## src/hdl/entry_name_utf8_check_cp437_decode_macros.svh

```systemverilog
// Assertion macros for the entry-name UTF-8 check / CP437 decode block.
// Included by the top level; expects signals named clock and reset in scope.
`ifndef ENTRY_NAME_UTF8_CHECK_CP437_DECODE_MACROS_SVH
`define ENTRY_NAME_UTF8_CHECK_CP437_DECODE_MACROS_SVH

// Same-cycle implication, disabled during reset.
`define U8CP_ASSERT_NOW(label, ante, cons, msg) \
   label: assert property (@(posedge clock) disable iff (reset) (ante) |-> (cons)) \
      else $error(msg);

// Next-cycle implication, disabled during reset.
`define U8CP_ASSERT_NEXT(label, ante, cons, msg) \
   label: assert property (@(posedge clock) disable iff (reset) (ante) |=> (cons)) \
      else $error(msg);

`endif

```

## src/hdl/u8cp_pkg.sv

```systemverilog
// Shared types, constants and the CP437 to UTF-8 table.
// No dependencies; used by the validator, the serializer and the top level.
package u8cp_pkg;

   // UTF-8 lead and continuation byte classes
   localparam logic [7:0] LEAD2_LO  = 8'hC2;
   localparam logic [7:0] LEAD2_HI  = 8'hDF;
   localparam logic [7:0] LEAD3_LO  = 8'hE0;
   localparam logic [7:0] LEAD3_HI  = 8'hEF;
   localparam logic [7:0] LEAD4_LO  = 8'hF0;
   localparam logic [7:0] LEAD4_HI  = 8'hF4;
   localparam logic [7:0] CONT_MASK = 8'hC0;
   localparam logic [7:0] CONT_TAG  = 8'h80;

   // code point limits
   localparam logic [20:0] CP_MIN2  = 21'h00080;
   localparam logic [20:0] CP_MIN3  = 21'h00800;
   localparam logic [20:0] CP_MIN4  = 21'h10000;
   localparam logic [20:0] SURR_LO  = 21'h0D800;
   localparam logic [20:0] SURR_HI  = 21'h0DFFF;
   localparam logic [20:0] CP_MAX   = 21'h10FFFF;

   // sequence lengths, counted as continuation bytes
   localparam logic [1:0] SEQ_NONE = 2'd0;
   localparam logic [1:0] SEQ_TWO  = 2'd1;
   localparam logic [1:0] SEQ_THREE = 2'd2;
   localparam logic [1:0] SEQ_FOUR = 2'd3;

   // UTF-8 forms of CP437 0x80..0xFF, big-endian; top byte zero means two bytes
   localparam logic [23:0] CP437_ROM [128] = '{
      24'hC387, 24'hC3BC, 24'hC3A9, 24'hC3A2, 24'hC3A4, 24'hC3A0, 24'hC3A5, 24'hC3A7,
      24'hC3AA, 24'hC3AB, 24'hC3A8, 24'hC3AF, 24'hC3AE, 24'hC3AC, 24'hC384, 24'hC385,
      24'hC389, 24'hC3A6, 24'hC386, 24'hC3B4, 24'hC3B6, 24'hC3B2, 24'hC3BB, 24'hC3B9,
      24'hC3BF, 24'hC396, 24'hC39C, 24'hC2A2, 24'hC2A3, 24'hC2A5, 24'hE282A7, 24'hC692,
      24'hC3A1, 24'hC3AD, 24'hC3B3, 24'hC3BA, 24'hC3B1, 24'hC391, 24'hC2AA, 24'hC2BA,
      24'hC2BF, 24'hE28C90, 24'hC2AC, 24'hC2BD, 24'hC2BC, 24'hC2A1, 24'hC2AB, 24'hC2BB,
      24'hE29691, 24'hE29692, 24'hE29693, 24'hE29482, 24'hE294A4, 24'hE295A1, 24'hE295A2,
      24'hE29596,
      24'hE29595, 24'hE295A3, 24'hE29591, 24'hE29597, 24'hE2959D, 24'hE2959C, 24'hE2959B,
      24'hE29490,
      24'hE29494, 24'hE294B4, 24'hE294AC, 24'hE2949C, 24'hE29480, 24'hE294BC, 24'hE2959E,
      24'hE2959F,
      24'hE2959A, 24'hE29594, 24'hE295A9, 24'hE295A6, 24'hE295A0, 24'hE29590, 24'hE295AC,
      24'hE295A7,
      24'hE295A8, 24'hE295A4, 24'hE295A5, 24'hE29599, 24'hE29598, 24'hE29592, 24'hE29593,
      24'hE295AB,
      24'hE295AA, 24'hE29498, 24'hE2948C, 24'hE29688, 24'hE29684, 24'hE2968C, 24'hE29690,
      24'hE29680,
      24'hCEB1, 24'hC39F, 24'hCE93, 24'hCF80, 24'hCEA3, 24'hCF83, 24'hC2B5, 24'hCF84,
      24'hCEA6, 24'hCE98, 24'hCEA9, 24'hCEB4, 24'hE2889E, 24'hCF86, 24'hCEB5, 24'hE288A9,
      24'hE289A1, 24'hC2B1, 24'hE289A5, 24'hE289A4, 24'hE28CA0, 24'hE28CA1, 24'hC3B7,
      24'hE28988,
      24'hC2B0, 24'hE28899, 24'hC2B7, 24'hE2889A, 24'hE281BF, 24'hC2B2, 24'hE296A0,
      24'hC2A0
   };

   // one accepted input word plus the validator verdict for it
   typedef struct packed {
      logic [7:0] name_byte;
      logic       utf8_mode;
      logic       name_end;
      logic       name_error;
   } item_type;

   // validator status, watched by the top level
   typedef struct packed {
      logic name_error;
      logic seq_open;
      logic sticky;
   } val_status_type;

endpackage

```

## src/hdl/u8cp_req_if.sv

```systemverilog
// Input channel: one raw entry-name byte per word with mode and end marks.
// No dependencies.
interface u8cp_req_if;
   logic       valid;
   logic       ready;
   logic [7:0] name_byte;
   logic       utf8_mode;
   logic       name_end;

   modport source (output valid, name_byte, utf8_mode, name_end, input ready);
   modport sink   (input valid, name_byte, utf8_mode, name_end, output ready);
endinterface

```

## src/hdl/u8cp_rsp_if.sv

```systemverilog
// Result channel: one UTF-8 output byte per word with run and name marks.
// No dependencies.
interface u8cp_rsp_if;
   logic       valid;
   logic       ready;
   logic [7:0] out_byte;
   logic       run_end;
   logic       name_done;
   logic       name_error;

   modport source (output valid, out_byte, run_end, name_done, name_error, input ready);
   modport sink   (input valid, out_byte, run_end, name_done, name_error, output ready);
endinterface

```

## src/hdl/u8cp_validator.sv

```systemverilog
// Strict UTF-8 validator: sequence state and sticky error flag per name.
// Depends on u8cp_pkg.
module u8cp_validator import u8cp_pkg::*; (
   input  logic           clock,
   input  logic           reset,
   input  logic           fire,
   input  logic [7:0]     name_byte,
   input  logic           utf8_mode,
   input  logic           name_end,
   output val_status_type status
);

   logic [1:0]  pend_ff, pend_in;
   logic [1:0]  seq_ff, seq_in;
   logic [20:0] cp_ff, cp_in;
   logic        sticky_ff, sticky_in;
   logic [20:0] cp_acc;
   logic [1:0]  pend_dec;
   logic        bad;
   logic        verdict;

   always_comb begin
      pend_in   = pend_ff;
      seq_in    = seq_ff;
      cp_in     = cp_ff;
      sticky_in = sticky_ff;
      bad       = 1'b0;
      cp_acc    = {cp_ff[14:0], name_byte[5:0]};
      pend_dec  = pend_ff - 2'd1;

      if (fire && utf8_mode) begin
         if (pend_ff == 2'd0) begin
            if (name_byte inside {[LEAD2_LO:LEAD2_HI]}) begin
               seq_in  = SEQ_TWO;
               pend_in = SEQ_TWO;
               cp_in   = {16'd0, name_byte[4:0]};
            end else if (name_byte inside {[LEAD3_LO:LEAD3_HI]}) begin
               seq_in  = SEQ_THREE;
               pend_in = SEQ_THREE;
               cp_in   = {17'd0, name_byte[3:0]};
            end else if (name_byte inside {[LEAD4_LO:LEAD4_HI]}) begin
               seq_in  = SEQ_FOUR;
               pend_in = SEQ_FOUR;
               cp_in   = {18'd0, name_byte[2:0]};
            end else if (name_byte[7]) begin
               bad = 1'b1;
            end
         end else if ((name_byte & CONT_MASK) != CONT_TAG) begin
            bad = 1'b1;
         end else begin
            pend_in = pend_dec;
            cp_in   = cp_acc;
            if (pend_dec == 2'd0) begin
               // sequence complete: reject overlong, surrogate, out of range
               seq_in = SEQ_NONE;
               cp_in  = '0;
               bad    = ((seq_ff == SEQ_TWO)   && (cp_acc < CP_MIN2)) ||
                        ((seq_ff == SEQ_THREE) && (cp_acc < CP_MIN3)) ||
                        ((seq_ff == SEQ_FOUR)  && (cp_acc < CP_MIN4)) ||
                        ((cp_acc >= SURR_LO) && (cp_acc <= SURR_HI)) ||
                        (cp_acc > CP_MAX);
            end
         end
      end

      if (bad) begin
         sticky_in = 1'b1;
         pend_in   = 2'd0;
         seq_in    = SEQ_NONE;
         cp_in     = '0;
      end

      verdict = sticky_in | (pend_in != 2'd0);

      // end of name: clear for the next one
      if (fire && name_end) begin
         sticky_in = 1'b0;
         pend_in   = 2'd0;
         seq_in    = SEQ_NONE;
         cp_in     = '0;
      end
   end

   always_ff @(posedge clock) begin
      if (reset) begin
         pend_ff   <= 2'd0;
         seq_ff    <= SEQ_NONE;
         cp_ff     <= '0;
         sticky_ff <= 1'b0;
      end else begin
         pend_ff   <= pend_in;
         seq_ff    <= seq_in;
         cp_ff     <= cp_in;
         sticky_ff <= sticky_in;
      end
   end

   assign status.name_error = verdict;
   assign status.seq_open   = (pend_ff != 2'd0);
   assign status.sticky     = sticky_ff;

endmodule

```

## src/hdl/u8cp_serializer.sv

```systemverilog
// CP437 expansion into a three-byte queue and the registered result stage.
// Depends on u8cp_pkg.
module u8cp_serializer import u8cp_pkg::*; (
   input  logic       clock,
   input  logic       reset,
   input  logic       fire,
   input  item_type   item,
   output logic       in_ready,
   output logic       out_valid,
   input  logic       out_ready,
   output logic [7:0] out_byte,
   output logic       run_end,
   output logic       name_done,
   output logic       name_error
);

   logic [7:0]  q_ff [3];
   logic [7:0]  q_in [3];
   logic [1:0]  left_ff, left_in;
   logic        last_ff, last_in;
   logic        err_ff, err_in;
   logic        ov_ff, ov_in;
   logic [7:0]  ob_ff, ob_in;
   logic        ore_ff, ore_in;
   logic        od_ff, od_in;
   logic        oe_ff, oe_in;
   logic [23:0] rom_word;
   logic        pop;

   assign rom_word = CP437_ROM[item.name_byte[6:0]];
   // move the queue head into the result register when it is free or draining
   assign pop      = (left_ff != 2'd0) && (!ov_ff || out_ready);
   assign in_ready = (left_ff == 2'd0) || ((left_ff == 2'd1) && pop);

   always_comb begin
      q_in    = q_ff;
      left_in = left_ff;
      last_in = last_ff;
      err_in  = err_ff;
      ov_in   = ov_ff;
      ob_in   = ob_ff;
      ore_in  = ore_ff;
      od_in   = od_ff;
      oe_in   = oe_ff;

      if (out_ready) begin
         ov_in = 1'b0;
      end

      if (pop) begin
         ov_in   = 1'b1;
         ob_in   = q_ff[0];
         ore_in  = (left_ff == 2'd1);
         od_in   = (left_ff == 2'd1) && last_ff;
         oe_in   = (left_ff == 2'd1) && last_ff && err_ff;
         q_in[0] = q_ff[1];
         q_in[1] = q_ff[2];
         left_in = left_ff - 2'd1;
      end

      if (fire) begin
         last_in = item.name_end;
         err_in  = item.name_error;
         if (item.utf8_mode || !item.name_byte[7]) begin
            q_in[0] = item.name_byte;
            left_in = 2'd1;
         end else if (rom_word[23:16] != 8'h00) begin
            q_in[0] = rom_word[23:16];
            q_in[1] = rom_word[15:8];
            q_in[2] = rom_word[7:0];
            left_in = 2'd3;
         end else begin
            q_in[0] = rom_word[15:8];
            q_in[1] = rom_word[7:0];
            left_in = 2'd2;
         end
      end
   end

   always_ff @(posedge clock) begin
      if (reset) begin
         left_ff <= 2'd0;
         ov_ff   <= 1'b0;
      end else begin
         left_ff <= left_in;
         ov_ff   <= ov_in;
      end
   end

   always_ff @(posedge clock) begin
      q_ff    <= q_in;
      last_ff <= last_in;
      err_ff  <= err_in;
      ob_ff   <= ob_in;
      ore_ff  <= ore_in;
      od_ff   <= od_in;
      oe_ff   <= oe_in;
   end

   assign out_valid  = ov_ff;
   assign out_byte   = ob_ff;
   assign run_end    = ore_ff;
   assign name_done  = od_ff;
   assign name_error = oe_ff;

endmodule

```

## src/hdl/entry_name_utf8_check_cp437_decode.sv

```systemverilog
// Top level of the entry-name UTF-8 check / CP437 decode block.
// Depends on u8cp_pkg, u8cp_req_if, u8cp_rsp_if, u8cp_validator, u8cp_serializer.
//
// Usage:
//   req_chan carries one raw byte of an archive entry name per word, with a mode
//   bit (1 = UTF-8, passed through and strictly validated; 0 = CP437, high bytes
//   expanded to 2 or 3 UTF-8 bytes) and a flag on the name's final byte.
//   rsp_chan carries one output byte per word; run_end marks the last byte made
//   from one input word, name_done the last byte of the name, and name_error
//   (valid only with name_done) reports a strict UTF-8 failure in the name.
// Timing:
//   A word is validated in the cycle it is accepted and its 1 to 3 bytes are
//   queued; each byte passes from the queue through the result register to
//   rsp_chan. The result register emits one byte per cycle while rsp_chan is
//   ready; an input word makes 1 byte for ASCII and UTF-8 mode, 2 or 3 for a
//   high CP437 byte. The next word is taken while the previous word's last
//   byte is being handed to the result register.
// Reset clears the validator state, empties the byte queue and clears the result valid flag.
// A stall on rsp_chan holds the result register; the queue behind it fills and
// req_chan.ready drops until the queue can drain again.
`include "entry_name_utf8_check_cp437_decode_macros.svh"

module entry_name_utf8_check_cp437_decode import u8cp_pkg::*; (
   input  logic  clock,
   input  logic  reset,
   u8cp_req_if.sink   req_chan,
   u8cp_rsp_if.source rsp_chan
);

   logic           fire;
   logic           in_ready;
   val_status_type val_status;
   item_type       item;

   // accept a word when the queue has room for it
   assign req_chan.ready = in_ready;
   assign fire           = req_chan.valid && in_ready;

   u8cp_validator u_validator (
      .clock     (clock),
      .reset     (reset),
      .fire      (fire),
      .name_byte (req_chan.name_byte),
      .utf8_mode (req_chan.utf8_mode),
      .name_end  (req_chan.name_end),
      .status    (val_status)
   );

   // bundle the word with its verdict for the queue
   assign item.name_byte  = req_chan.name_byte;
   assign item.utf8_mode  = req_chan.utf8_mode;
   assign item.name_end   = req_chan.name_end;
   assign item.name_error = val_status.name_error;

   u8cp_serializer u_serializer (
      .clock      (clock),
      .reset      (reset),
      .fire       (fire),
      .item       (item),
      .in_ready   (in_ready),
      .out_valid  (rsp_chan.valid),
      .out_ready  (rsp_chan.ready),
      .out_byte   (rsp_chan.out_byte),
      .run_end    (rsp_chan.run_end),
      .name_done  (rsp_chan.name_done),
      .name_error (rsp_chan.name_error)
   );

   // error flag only travels with the end of a name
   `U8CP_ASSERT_NOW(a_err_only_on_done, rsp_chan.valid && rsp_chan.name_error, rsp_chan.name_done, "name_error without name_done")
   // validator starts each name clean
   `U8CP_ASSERT_NEXT(a_clear_after_end, fire && req_chan.name_end, !val_status.seq_open && !val_status.sticky, "validator state not cleared at name end")
   // bytes of one word follow without a gap
   `U8CP_ASSERT_NEXT(a_run_no_gap, rsp_chan.valid && rsp_chan.ready && !rsp_chan.run_end, rsp_chan.valid, "gap inside an expanded run")

endmodule
```

## src/flat_wrapper.sv

```systemverilog
// flat-port wrapper written by rule: the top's interface ports become plain ports
module entry_name_utf8_check_cp437_decode_flat import u8cp_pkg::*;
  (clock, reset, req_chan_valid, req_chan_name_byte, req_chan_utf8_mode, req_chan_name_end, req_chan_ready, rsp_chan_valid, rsp_chan_out_byte, rsp_chan_run_end, rsp_chan_name_done, rsp_chan_name_error, rsp_chan_ready);
  u8cp_req_if req_chan_i ();
  u8cp_rsp_if rsp_chan_i ();
  input  logic clock;
  input  logic reset;
  input wire logic [$bits(req_chan_i.valid)-1:0] req_chan_valid;
  input wire logic [$bits(req_chan_i.name_byte)-1:0] req_chan_name_byte;
  input wire logic [$bits(req_chan_i.utf8_mode)-1:0] req_chan_utf8_mode;
  input wire logic [$bits(req_chan_i.name_end)-1:0] req_chan_name_end;
  output wire logic [$bits(req_chan_i.ready)-1:0] req_chan_ready;
  output wire logic [$bits(rsp_chan_i.valid)-1:0] rsp_chan_valid;
  output wire logic [$bits(rsp_chan_i.out_byte)-1:0] rsp_chan_out_byte;
  output wire logic [$bits(rsp_chan_i.run_end)-1:0] rsp_chan_run_end;
  output wire logic [$bits(rsp_chan_i.name_done)-1:0] rsp_chan_name_done;
  output wire logic [$bits(rsp_chan_i.name_error)-1:0] rsp_chan_name_error;
  input wire logic [$bits(rsp_chan_i.ready)-1:0] rsp_chan_ready;
  assign req_chan_i.valid = req_chan_valid;
  assign req_chan_i.name_byte = req_chan_name_byte;
  assign req_chan_i.utf8_mode = req_chan_utf8_mode;
  assign req_chan_i.name_end = req_chan_name_end;
  assign req_chan_ready = req_chan_i.ready;
  assign rsp_chan_valid = rsp_chan_i.valid;
  assign rsp_chan_out_byte = rsp_chan_i.out_byte;
  assign rsp_chan_run_end = rsp_chan_i.run_end;
  assign rsp_chan_name_done = rsp_chan_i.name_done;
  assign rsp_chan_name_error = rsp_chan_i.name_error;
  assign rsp_chan_i.ready = rsp_chan_ready;
  entry_name_utf8_check_cp437_decode u_core (.clock(clock), .reset(reset), .req_chan(req_chan_i), .rsp_chan(rsp_chan_i));
endmodule
```

## config.mk

```make
export PLATFORM = sky130hd
export DESIGN_NAME = entry_name_utf8_check_cp437_decode_flat
export DESIGN_NICKNAME = d
export VERILOG_FILES = /design/src/hdl/u8cp_pkg.sv /design/src/hdl/u8cp_req_if.sv /design/src/hdl/u8cp_rsp_if.sv /design/src/hdl/u8cp_validator.sv /design/src/hdl/u8cp_serializer.sv /design/src/hdl/entry_name_utf8_check_cp437_decode.sv /design/src/flat_wrapper.sv
export VERILOG_INCLUDE_DIRS = /design/src /design/src/hdl
export SDC_FILE = /design/constraint.sdc
export NUM_CORES = 1
export LEC_CHECK = 0
export BUFFER_PORTS_ARGS = -buffer_cell sky130_fd_sc_hd__buf_2
export CORE_MARGIN = 5
export CORE_UTILIZATION = 50
export DETAILED_ROUTE_END_ITERATION = 10
export PLACE_DENSITY = 0.74
export SYNTH_ARGS = -nofsm -noshare
export SYNTH_HDL_FRONTEND = slang
export SYNTH_HIERARCHICAL = 1
export SYNTH_SLANG_ARGS = --single-unit
```

## constraint.sdc

```tcl
create_clock -name clock -period 6.4 [get_ports clock]
set_input_delay 1.92 -clock clock [delete_from_list [all_inputs] [get_ports clock]]
set_output_delay 1.92 -clock clock [all_outputs]
set_load 0.02 [all_outputs]
```

Word-level counts from Yosys, hierarchy flattened
Memory sizes are Yosys's and may differ from the RTL's. Index checks and enable logic that the tools add are counted. W data, S select, Z words.

Logic and storage cells: 120. Memories kept: 1. RAM bits: 0. Bits in latches: 0. Bits in read-only memories: 3072. Flip-flop bits (word level): 60.

Reductions and logical operators: 37. $mul: 0. Add/subtract/negate cells: 2. Div/mod/pow operators: 0. Eq/ne operators: 7. Bitwise operators: 3. Multiplexer cells: 42. Magnitude comparators: 13. Shifts and indexed selects: 0.

Memory list: (no name shown) (depth 128, width 24, rd ports 1, clocked after Yosys merged registers in 0, wr ports 0, RTL line u8cp_serializer.sv:30) `assign rom_word = CP437_ROM[item.name_byte[6:0]];`.

Operator list (count): $mux W15 (6); $mux W24 (3); $mux W16 (3); $ge A8 B8 Y1 const B (4); $mux W2 (16); $le A8 B8 Y1 const B (3); $ge A21 B16 Y1 const B (1); $gt A21 B21 Y1 const B (1); $le A21 B16 Y1 const B (1); $lt A21 B12 Y1 const B (1); $lt A21 B17 Y1 const B (1); $lt A21 B8 Y1 const B (1); $mux W8 (2); $logic_and A1 B1 Y1 (14); $mux W1 (12); $reduce_bool A2 Y1 (5); $not A7 Y8 (1); $reduce_bool A8 Y1 (1); $logic_or A1 B1 Y1 (7); $logic_not A2 Y1 (3); $reduce_and A3 Y1 (2); $eq A2 B1 Y1 const B (2); $eq A2 B2 Y1 const B (2); $ne A2 B2 Y1 const B (2); 8 further kinds (10).

Longest topological paths before layout
Gate-level depths: netlist of the first run.

Depth after elaboration: 13. Depth in mapped cells: 11.

Cells and area by module
Netlist of the first run, hierarchy kept.

By module, submodules not included: u8cp_serializer (area each 3328.2 um^2, cells each 396, times used 1, seq. area each 1031.0 um^2); u8cp_validator (area each 1178.6 um^2, cells each 144, times used 1, seq. area each 400.4 um^2); entry_name_utf8_check_cp437_decode (area each 6.3 um^2, cells each 1, times used 1, seq. area each 0.0 um^2).

Worst setup path after synthesis of the first run
Ideal clock, no wire load.

Kind: in2out. From: in rsp_chan_ready. To: out req_chan_ready. Data arrival time: 2322 ps. Stages: 2. Slack: 2158 ps. Buffers on the path: 0. Cell sequence: nand2b_1 a21o_1.

Longest elaborated chain between the ends: 4.

Ends and longest elaborated chain: start: declaration (RTL line flat_wrapper.sv:18) `input wire logic [$bits(rsp_chan_i.ready)-1:0] rsp_chan_ready;`; $logic_or A1 B1 Y1 (RTL line u8cp_serializer.sv:32) `assign pop = (left_ff != 2'd0) && (!ov_ff || out_ready);`; $logic_and A1 B1 Y1 (RTL line u8cp_serializer.sv:32); $logic_and A1 B1 Y1 (RTL line u8cp_serializer.sv:33) `assign in_ready = (left_ff == 2'd0) || ((left_ff == 2'd1) && pop);`; $logic_or A1 B1 Y1 (RTL line u8cp_serializer.sv:33); end: declaration (RTL line flat_wrapper.sv:12) `output wire logic [$bits(req_chan_i.ready)-1:0] req_chan_ready;`.

No other way between the ends.

Worst setup path after layout of the first run
Same ends and word-level chain as after synthesis.

==> flow_metrics.py, run 1 <==
metrics = {
    "clock_tree": {
        "cts_tree": "yes",
        "numCtsBuffers": 9,
        "cts_resized": 0,
        "cts_max_path_buffers": 2,
        "clk_pin_slew_worst_paths_ns": 0.07,
        "clock-sinks": 58,
        "cts_setup_buffers": 0,
        "worstSkewPairLatency_ns": 0.35,
        "ctsHoldBuffers": 0,
        "cts_max_level": 3,
        "root_buffer": "clkbuf_8",
    },
    "detailed_routing": {
        "drc": 0,
        "drt-initial-drc-count": 799,
        "viasPerCell": 6.770,
        "vias": 4414,
        "wire_per_inst_um": 20.38,
        "totalWireLength_um": 13290,
        "ant_nets": 0,
        "first_pass_iters": 7,
    },
    "synth": {
        "ys_warn_count": 6,
        "netlist_area_um2": 4506,
        "syn_inst": 540,
        "avgSynthCellArea_um2": 8.344,
        "syn_nets": 571,
    },
    "flow_run": {
        "drv_cap": 0,
    },
    "status": {
        "status": "finished, final reports clean",
    },
    "power_and_ir_drop": {
        "p_leak_nw": 1.766,
        "power_density_nw_per_um2": 314.0,
        "ir_drop_mv": 0.1621,
    },
    "critical_path": {
        "worstPathRequired_ns": 4.48,
        "cpMaxStageDelayCell": "a21o_1",
        "reg2regPathDepth": 9,
        "r2r_start": "u_core/u_serializer/left_ff[0]$_SDFFE_PP0P_",
        "r2r_end": "u_core/u_validator/cp_ff[13]$_SDFFE_PP0P_",
        "worstSetupStartpointType": "primary input",
        "path_common_cell": "buf_2",
        "crit_chain": "buf_2, nand2b_1, a21o_1, buf_2",
        "arrival_ns": 2.52,
        "slowest_delay_ns": 0.19,
        "crit_type": "primary input to primary output",
        "setup.worst_path.end_class": "primary output",
        "worstPathMaxFanout": 3,
        "rrSetupSlack_ns": 3.50,
    },
    "min_path": {
        "min_path_cells": 0,
        "hold_start": "u_core/u_serializer/q_ff[22]$_DFFE_PP_",
        "hold_path_class": "flip-flop to flip-flop",
        "holdPathEnd": "u_core/u_serializer/out_byte[6]$_DFFE_PP_",
    },
    "timing": {
        "rsz0062_at_grt": "no",
        "setup_viol": 0,
        "fin_crit_ns": 4.444,
        "drv_slew": 0,
        "fin_skew_ns": 0.008112,
        "worst_pin_slew_ns": 0.8892,
        "slew_headroom": 0.4072,
        "fmax_ghz": 0.2250,
        "setup_slack_ns": 1.956,
        "tns_ns": 0,
        "fin_crit_sh": 0.6944,
        "hold_viol": 0,
    },
    "layout": {
        "final_cell_area_um2": 4795,
        "num_antenna_cells": 0,
        "utilization": 0.5471,
        "nFillCells": 807,
        "area_growth_pct": 6.415,
        "layout-drive-gt1-share": 0.1140,
        "nNetsFinal": 570,
    },
    "global_route": {
        "grt_pass1_wl_um": 20510,
        "grt_usage": 0.2277,
        "grt_pass1_vias": 4021,
        "grt-ovfl-total": 0,
        "grt_max_degree": 53,
        "antenna_found_initial": 0,
    },
    "placed_design": {
        "gp_congestion": 1.065,
        "placed_cell_area_um2": 4546,
        "dpl_worst_slack_ns": 1.768,
        "port_buffers": 26,
        "hpwlAfterDp_um": 8998,
    },
    "floorplan": {
        "num_rows": 34,
        "start_util": 0.5141,
        "die-area_um2": 11010,
        "boundaryPins": 27,
        "die_h_um": 104.9,
        "core-area_um2": 8763,
        "die_w_um": 104.9,
    },
}
==> power by group <==
part	switching, mW	leakage, nW	internal [mW]
registers	0.0317	0.517	0.529
clock network	0.161	0.124	0.262
logic	0.349	1.12	0.174
total	0.542	1.77	0.964
==> layout by cell type (no fill, tap or decap), types with 9 or more instances in the layout <==
cell type	instances
ha_1	17
nor2b_1	13
dfxtp_1	31
edfxtp_1	27
nand3_1	15
nand2b_1	18
nand2_1	55
and2_1	9
a22oi_1	13
o21ai_0	28
buf_2	26
a21oi_1	39
inv_1	14
nor2_1	45
clkbuf_8	9
nor3_1	11
==> routing by layer <==
metal | wire (um) | GRT usage | vias up
met5 | 0 | 0 | -
met4 | 501 | 0.09498 | 0
met3 | 1316 | 0.07152 | 49
met2 | 5977 | 0.3336 | 253
met1 | 5492 | 0.3098 | 2052
li1 | - | - | 2060
==> flip-flops by register name, indices dropped and copies added, names as in the netlist, 2 cells and up <==
signal / flops
u_core/u_serializer/q_ff: 22
u_core/u_serializer/out_byte: 8
u_core/u_serializer/left_ff: 2
u_core/u_validator/pend_ff: 2
u_core/u_validator/seq_ff: 2
u_core/u_validator/cp_ff: 15
==> critical path, delay by kind of cell <==
kind / cells / cell delay [ns]
buf+inv: 2 / 0.24
compound gates: 1 / 0.19
simple gates: 1 / 0.17
==> area by class of cell <==
type	instances	area, um2	share of cell area
multi-input combinational	425	2770	0.5778
sequential	58	1431	0.2985
timing repair buffer	28	145.1	0.03027
tap	108	135.1	0.02818
clock inverter	7	125.1	0.02610
clock buffer	9	123.9	0.02584
inverter	17	63.81	0.01331
==> through the flow <==
stage               instances  power (mW)  hold WS [ns]
floorplan                 540      0.9495        0.4003
detailed placement        636       1.082        0.4054
global placement          636       1.072        0.4024
finish                    652       1.506        0.4214
global route              652       1.579        0.4349
CTS                       652       1.505        0.4218
==> worst max-delay path by stage <==
stage	from	to	slack (ns)	depth (start not counted)
after floorplan	rsp_chan_ready	req_chan_ready	2.16	2
after global placement	req_chan_name_byte[1]	u_core/u_serializer/q_ff[22]$_DFFE_PP_	1.88	9
after detailed placement	req_chan_name_byte[1]	u_core/u_serializer/q_ff[5]$_DFFE_PP_	1.77	7
after CTS	rsp_chan_ready	req_chan_ready	1.96	4
after global routing	req_chan_name_byte[1]	u_core/u_serializer/q_ff[9]$_DFF_P_	1.85	9
final	rsp_chan_ready	req_chan_ready	1.96	4
Power figures use the tool's default switching activity.
==> inputs of run 2 (changes only) <==
Clock period 6.4 ns to 4.46 ns, I/O delays scaled along.
==> flow_metrics.py, run 2 (synthesized netlist as in run 1, its figures left out) <==
metrics = {
    "layout": {
        "seqCellArea_um2": 1431,
        "layout-drive-gt1-share": 0.1300,
        "final_cell_mix": "nand2_1, nor2_1, a21oi_1",
        "final_cells": 662,
        "nFillCells": 802,
        "largest_register": "u_core/u_serializer/q_ff",
        "nNetsFinal": 580,
        "largest_reg_flops": 22,
        "multiInputGateArea_um2": 2770,
        "area_growth_pct": 8.359,
        "utilization": 0.5571,
        "layout_commonest_cell": "nand2_1",
        "num_antenna_cells": 0,
    },
    "global_route": {
        "grt-ovfl-total": 0,
        "grt_pass1_vias": 3956,
        "antenna_found_initial": 0,
        "grt_max_degree": 76,
        "grt_pass1_wl_um": 21220,
        "grt_usage": 0.2347,
    },
    "detailed_routing": {
        "vias": 4466,
        "wire_per_inst_um": 20.38,
        "drc": 0,
        "viasPerCell": 6.746,
        "first_pass_iters": 5,
        "totalWireLength_um": 13490,
        "drt-initial-drc-count": 621,
        "ant_nets": 0,
    },
    "flow_run": {
        "drv_cap": 0,
    },
    "critical_path": {
        "cpMaxStageDelayCell": "nor2_1",
        "r2r_start": "u_core/u_serializer/left_ff[1]$_SDFFE_PP0P_",
        "slowest_delay_ns": 0.55,
        "worstSetupStartpointType": "primary input",
        "reg2regPathDepth": 9,
        "rrSetupSlack_ns": 2.07,
        "path_delay_family": "compound AO/OA/AOI/OAI gates",
        "setup.worst_path.end_class": "flip-flop",
        "crit_chain": "buf_2, inv_1, ha_1, nand3b_1, a21oi_1, a21oi_2, nor2_1, a32oi_1, o21a_1",
        "arrival_ns": 3.83,
        "worstPathMaxFanout": 13,
        "path_buf_inv": 2,
        "r2r_end": "u_core/u_serializer/q_ff[9]$_DFF_P_",
        "crit_type": "primary input to flip-flop",
        "worstPathRequired_ns": 4.69,
    },
    "status": {
        "status": "finished, final reports clean",
    },
    "clock_tree": {
        "cts_resized": 0,
        "cts_max_path_buffers": 2,
        "cts_setup_buffers": 0,
        "cts_max_level": 3,
        "cts_tree": "yes",
        "clk_pin_slew_worst_paths_ns": 0.07,
        "root_buffer": "clkbuf_8",
        "clock-sinks": 58,
        "ctsHoldBuffers": 0,
        "numCtsBuffers": 9,
        "worstSkewPairLatency_ns": 0.34,
    },
    "floorplan": {
        "num_rows": 34,
        "die_h_um": 104.9,
        "die_w_um": 104.9,
        "core-area_um2": 8763,
        "start_util": 0.5141,
        "die-area_um2": 11010,
        "boundaryPins": 27,
    },
    "timing": {
        "tns_ns": 0,
        "setup_slack_ns": 0.8596,
        "fin_skew_ns": 0.007882,
        "worst_pin_slew_ns": 0.8605,
        "rsz0062_at_grt": "no",
        "setup_viol": 0,
        "fin_crit_sh": 0.8073,
        "fin_crit_ns": 3.600,
        "fmax_ghz": 0.2777,
        "hold_viol": 0,
        "slew_headroom": 0.4257,
        "drv_slew": 0,
    },
    "placed_design": {
        "dp_cells": 646,
        "hpwlAfterDp_um": 9355,
        "port_buffers": 26,
        "gp_congestion": 1.022,
        "dpl_worst_slack_ns": 0.6023,
    },
    "power_and_ir_drop": {
        "p_leak_nw": 1.819,
        "power_density_nw_per_um2": 444.9,
        "ir_drop_mv": 0.2096,
        "power.total_mw": 2.172,
    },
    "min_path": {
        "min_path_cells": 0,
        "hold_start": "u_core/u_serializer/q_ff[23]$_DFFE_PP_",
        "hold_path_class": "flip-flop to flip-flop",
        "holdPathEnd": "u_core/u_serializer/out_byte[7]$_DFFE_PP_",
    },
}
==> run 2: per-stage QoR <==
| step | hold WS, ns | cell area [um2] |
|---|---|---|
| after floorplan | 0.4003 | 4506 |
| after global placement | 0.4044 | 4633 |
| after detailed placement | 0.4097 | 4633 |
| after CTS | 0.4222 | 4882 |
| after global routing | 0.4265 | 4882 |
| final | 0.4224 | 4882 |
==> run 2: final cells by class <==
cell class	instances	area share
sequential	58	0.2932
clock inverter	7	0.02563
inverter	17	0.01307
timing repair buffer	38	0.04767
multi-input combinational	425	0.5674
tap	108	0.02768
clock buffer	9	0.02537
==> run 2: worst max path at each step <==
stage | start | end | slack [ns] | cells past startpoint
floorplan | req_chan_name_byte[1] | u_core/u_serializer/q_ff[0]$_DFFE_PP_ | 0.89 | 9
global placement | req_chan_name_byte[0] | u_core/u_serializer/q_ff[16]$_DFFE_PP_ | 0.68 | 10
detailed placement | req_chan_name_byte[1] | u_core/u_serializer/q_ff[1]$_DFFE_PP_ | 0.60 | 7
CTS | req_chan_name_byte[1] | u_core/u_serializer/q_ff[1]$_DFFE_PP_ | 0.95 | 7
global route | req_chan_name_byte[1] | u_core/u_serializer/q_ff[9]$_DFF_P_ | 0.76 | 9
finish | req_chan_name_byte[1] | u_core/u_serializer/q_ff[9]$_DFF_P_ | 0.86 | 9
==> run 2: metal layers <==
| layer | vias to the layer above | track usage | wire, um |
|---|---|---|---|
| li1 | 2081 | - | - |
| met1 | 2066 | 0.3294 | 5810 |
| met2 | 261 | 0.3458 | 5929 |
| met3 | 58 | 0.05055 | 1170 |
| met4 | 0 | 0.1050 | 579 |
| met5 | - | 0 | 0 |
==> run 2: where the power goes <==
part	leakage, nW	internal, mW	switching, mW	total, mW
combinational	1.18	0.261	0.499	0.760
clock	0.124	0.376	0.230	0.606
sequential	0.517	0.758	0.0482	0.807
==> inputs of run 3 (changes only) <==
Settings changed: ABC_AREA from default to 1.
Clock period 4.46 ns to 3.6 ns, I/O delays scaled along.
==> flow_metrics.py, run 3 <==
metrics = {
    "floorplan": {
        "die_w_um": 104.4,
        "boundaryPins": 27,
        "die-area_um2": 10900,
        "start_util": 0.5108,
        "die_h_um": 104.4,
        "num_rows": 34,
        "core-area_um2": 8721,
    },
    "clock_tree": {
        "root_buffer": "clkbuf_8",
        "ctsHoldBuffers": 0,
        "clk_pin_slew_worst_paths_ns": 0.07,
        "cts_max_path_buffers": 2,
        "cts_max_level": 3,
        "worstSkewPairLatency_ns": 0.34,
        "cts_tree": "yes",
        "cts_resized": 0,
        "numCtsBuffers": 9,
        "cts_setup_buffers": 0,
        "clock-sinks": 58,
    },
    "power_and_ir_drop": {
        "ir_drop_mv": 0.2298,
        "switching_power_mw": 1.009,
        "p_int_mw": 1.549,
        "comb_power_share": 0.381,
        "seq_power_share": 0.394,
        "power.total_mw": 2.558,
        "swShare": 0.3945,
        "power_frac_clock": 0.225,
        "power_density_nw_per_um2": 530.9,
        "p_leak_nw": 2.283,
    },
    "timing": {
        "fin_crit_sh": 0.8169,
        "worst_pin_slew_ns": 0.5500,
        "hold_slack_ns": 0.4182,
        "fmax_ghz": 0.3400,
        "hold_viol": 0,
        "tns_ns": 0,
        "rsz0062_at_grt": "no",
        "setup_viol": 0,
        "drv_slew": 0,
        "slew_headroom": 0.6320,
        "fin_skew_ns": 0.007954,
        "fin_crit_ns": 2.941,
    },
    "critical_path": {
        "worstPathMaxFanout": 15,
        "crit_type": "primary input to flip-flop",
        "path_delay_family": "buffers and inverters",
        "cpMaxStageDelayCell": "ha_1",
        "crit_chain": "buf_2, inv_1, ha_1, inv_1, nand3_1, a21oi_1, o21ai_2, nand2_4, nand2_2, inv_2, nand2_1, nand2_1, nor2_1",
        "path_buf_inv": 4,
        "slowest_delay_ns": 0.40,
        "arrival_ns": 3.18,
        "worstSetupStartpointType": "primary input",
        "worstPathRequired_ns": 3.84,
        "setup.worst_path.end_class": "flip-flop",
    },
    "synth": {
        "ys_warn_count": 6,
        "syn_nets": 733,
        "netlist_area_um2": 4454,
        "syn_inst": 702,
        "avgSynthCellArea_um2": 6.345,
    },
    "min_path": {
        "hold_path_class": "flip-flop to flip-flop",
    },
    "global_route": {
        "grt_usage": 0.2390,
        "grt_pass1_wl_um": 21790,
        "antenna_found_initial": 0,
        "grt_max_degree": 36,
        "grt_pass1_vias": 4501,
        "grt-ovfl-total": 0,
    },
    "layout": {
        "final_cells": 835,
        "largest_reg_flops": 22,
        "seqCellArea_um2": 1431,
        "final_cell_mix": "nand2_1, nand3_1, inv_1",
        "layout_commonest_cell": "nand2_1",
        "largest_register": "u_core/u_serializer/q_ff",
        "multiInputGateArea_um2": 2580,
        "num_antenna_cells": 0,
        "nFillCells": 825,
        "area_growth_pct": 8.174,
        "nNetsFinal": 753,
        "layout-drive-gt1-share": 0.1100,
        "final_cell_area_um2": 4818,
    },
    "detailed_routing": {
        "drt-initial-drc-count": 783,
        "wire_per_inst_um": 15.72,
        "totalWireLength_um": 13130,
        "first_pass_iters": 7,
        "viasPerCell": 5.841,
        "ant_nets": 0,
        "drc": 0,
        "vias": 4877,
    },
    "flow_run": {
        "drv_cap": 0,
    },
    "status": {
        "status": "finished, final reports clean",
    },
    "placed_design": {
        "port_buffers": 26,
        "dp_cells": 819,
        "placed_cell_area_um2": 4633,
        "gp_congestion": 1.068,
        "hpwlAfterDp_um": 9623,
    },
}
==> run 3: cell type report <==
type | instances | share of cell area
tap | 108 | 0.02804
timing repair buffer | 34 | 0.03947
multi-input combinational | 540 | 0.5354
sequential | 58 | 0.2971
inverter | 79 | 0.06154
clock buffer | 10 | 0.02649
clock inverter | 6 | 0.01194
==> run 3: power by group through the flow <==
stage	registers (mW)	logic [mW]	clock network (mW)
finish	1.01	0.975	0.576
global route	1.03	1.09	0.615
CTS	1.01	0.964	0.588
detailed placement	1.02	0.957	0
global placement	1.01	0.950	0
floorplan	1.10	0.614	0
==> run 3: worst reg2reg max path, delay by kind of cell (launching register included) <==
family	cells	cell delay, ns
AO/OA/AOI/OAI	1	0.21
adder cells (fa/ha/maj)	1	0.21
AND/OR/NAND/NOR	8	1.09
flip-flops	1	0.30
buffers and inverters	3	0.31
==> run 3: final timing paths <==
kind                            slack [ns]  cells after the start                                   startpoint                                        end
worst max-delay path                  0.66                     13                        req_chan_name_byte[1]        u_core/u_serializer/q_ff[9]$_DFF_P_
worst min-delay path                  0.42                      0       u_core/u_serializer/q_ff[16]$_DFFE_PP_  u_core/u_serializer/out_byte[0]$_DFFE_PP_
worst min register to register        0.42                      0       u_core/u_serializer/q_ff[16]$_DFFE_PP_  u_core/u_serializer/out_byte[0]$_DFFE_PP_
worst max register to register        1.38                     13  u_core/u_serializer/left_ff[1]$_SDFFE_PP0P_  u_core/u_validator/seq_ff[0]$_SDFFE_PP0P_
==> run 3: per-layer routing <==
layer  GRT usage  wire length, um  part of all wire
met5           0                0                 0
met3     0.05462             1473              0.11
met2      0.3606             5652              0.43
met4     0.08788              498             0.038
met1      0.3322             5503              0.42
==> run 3: stage by stage <==
step,utilization,setup WS [ns]
4_1_cts,0.5525,0.7354
6_report,0.5525,0.6591
2_1_floorplan,-,0.9823
3_3_place_gp,0.5313,0.5022
3_5_place_dp,0.5313,0.3913
5_1_grt,0.5525,0.5174
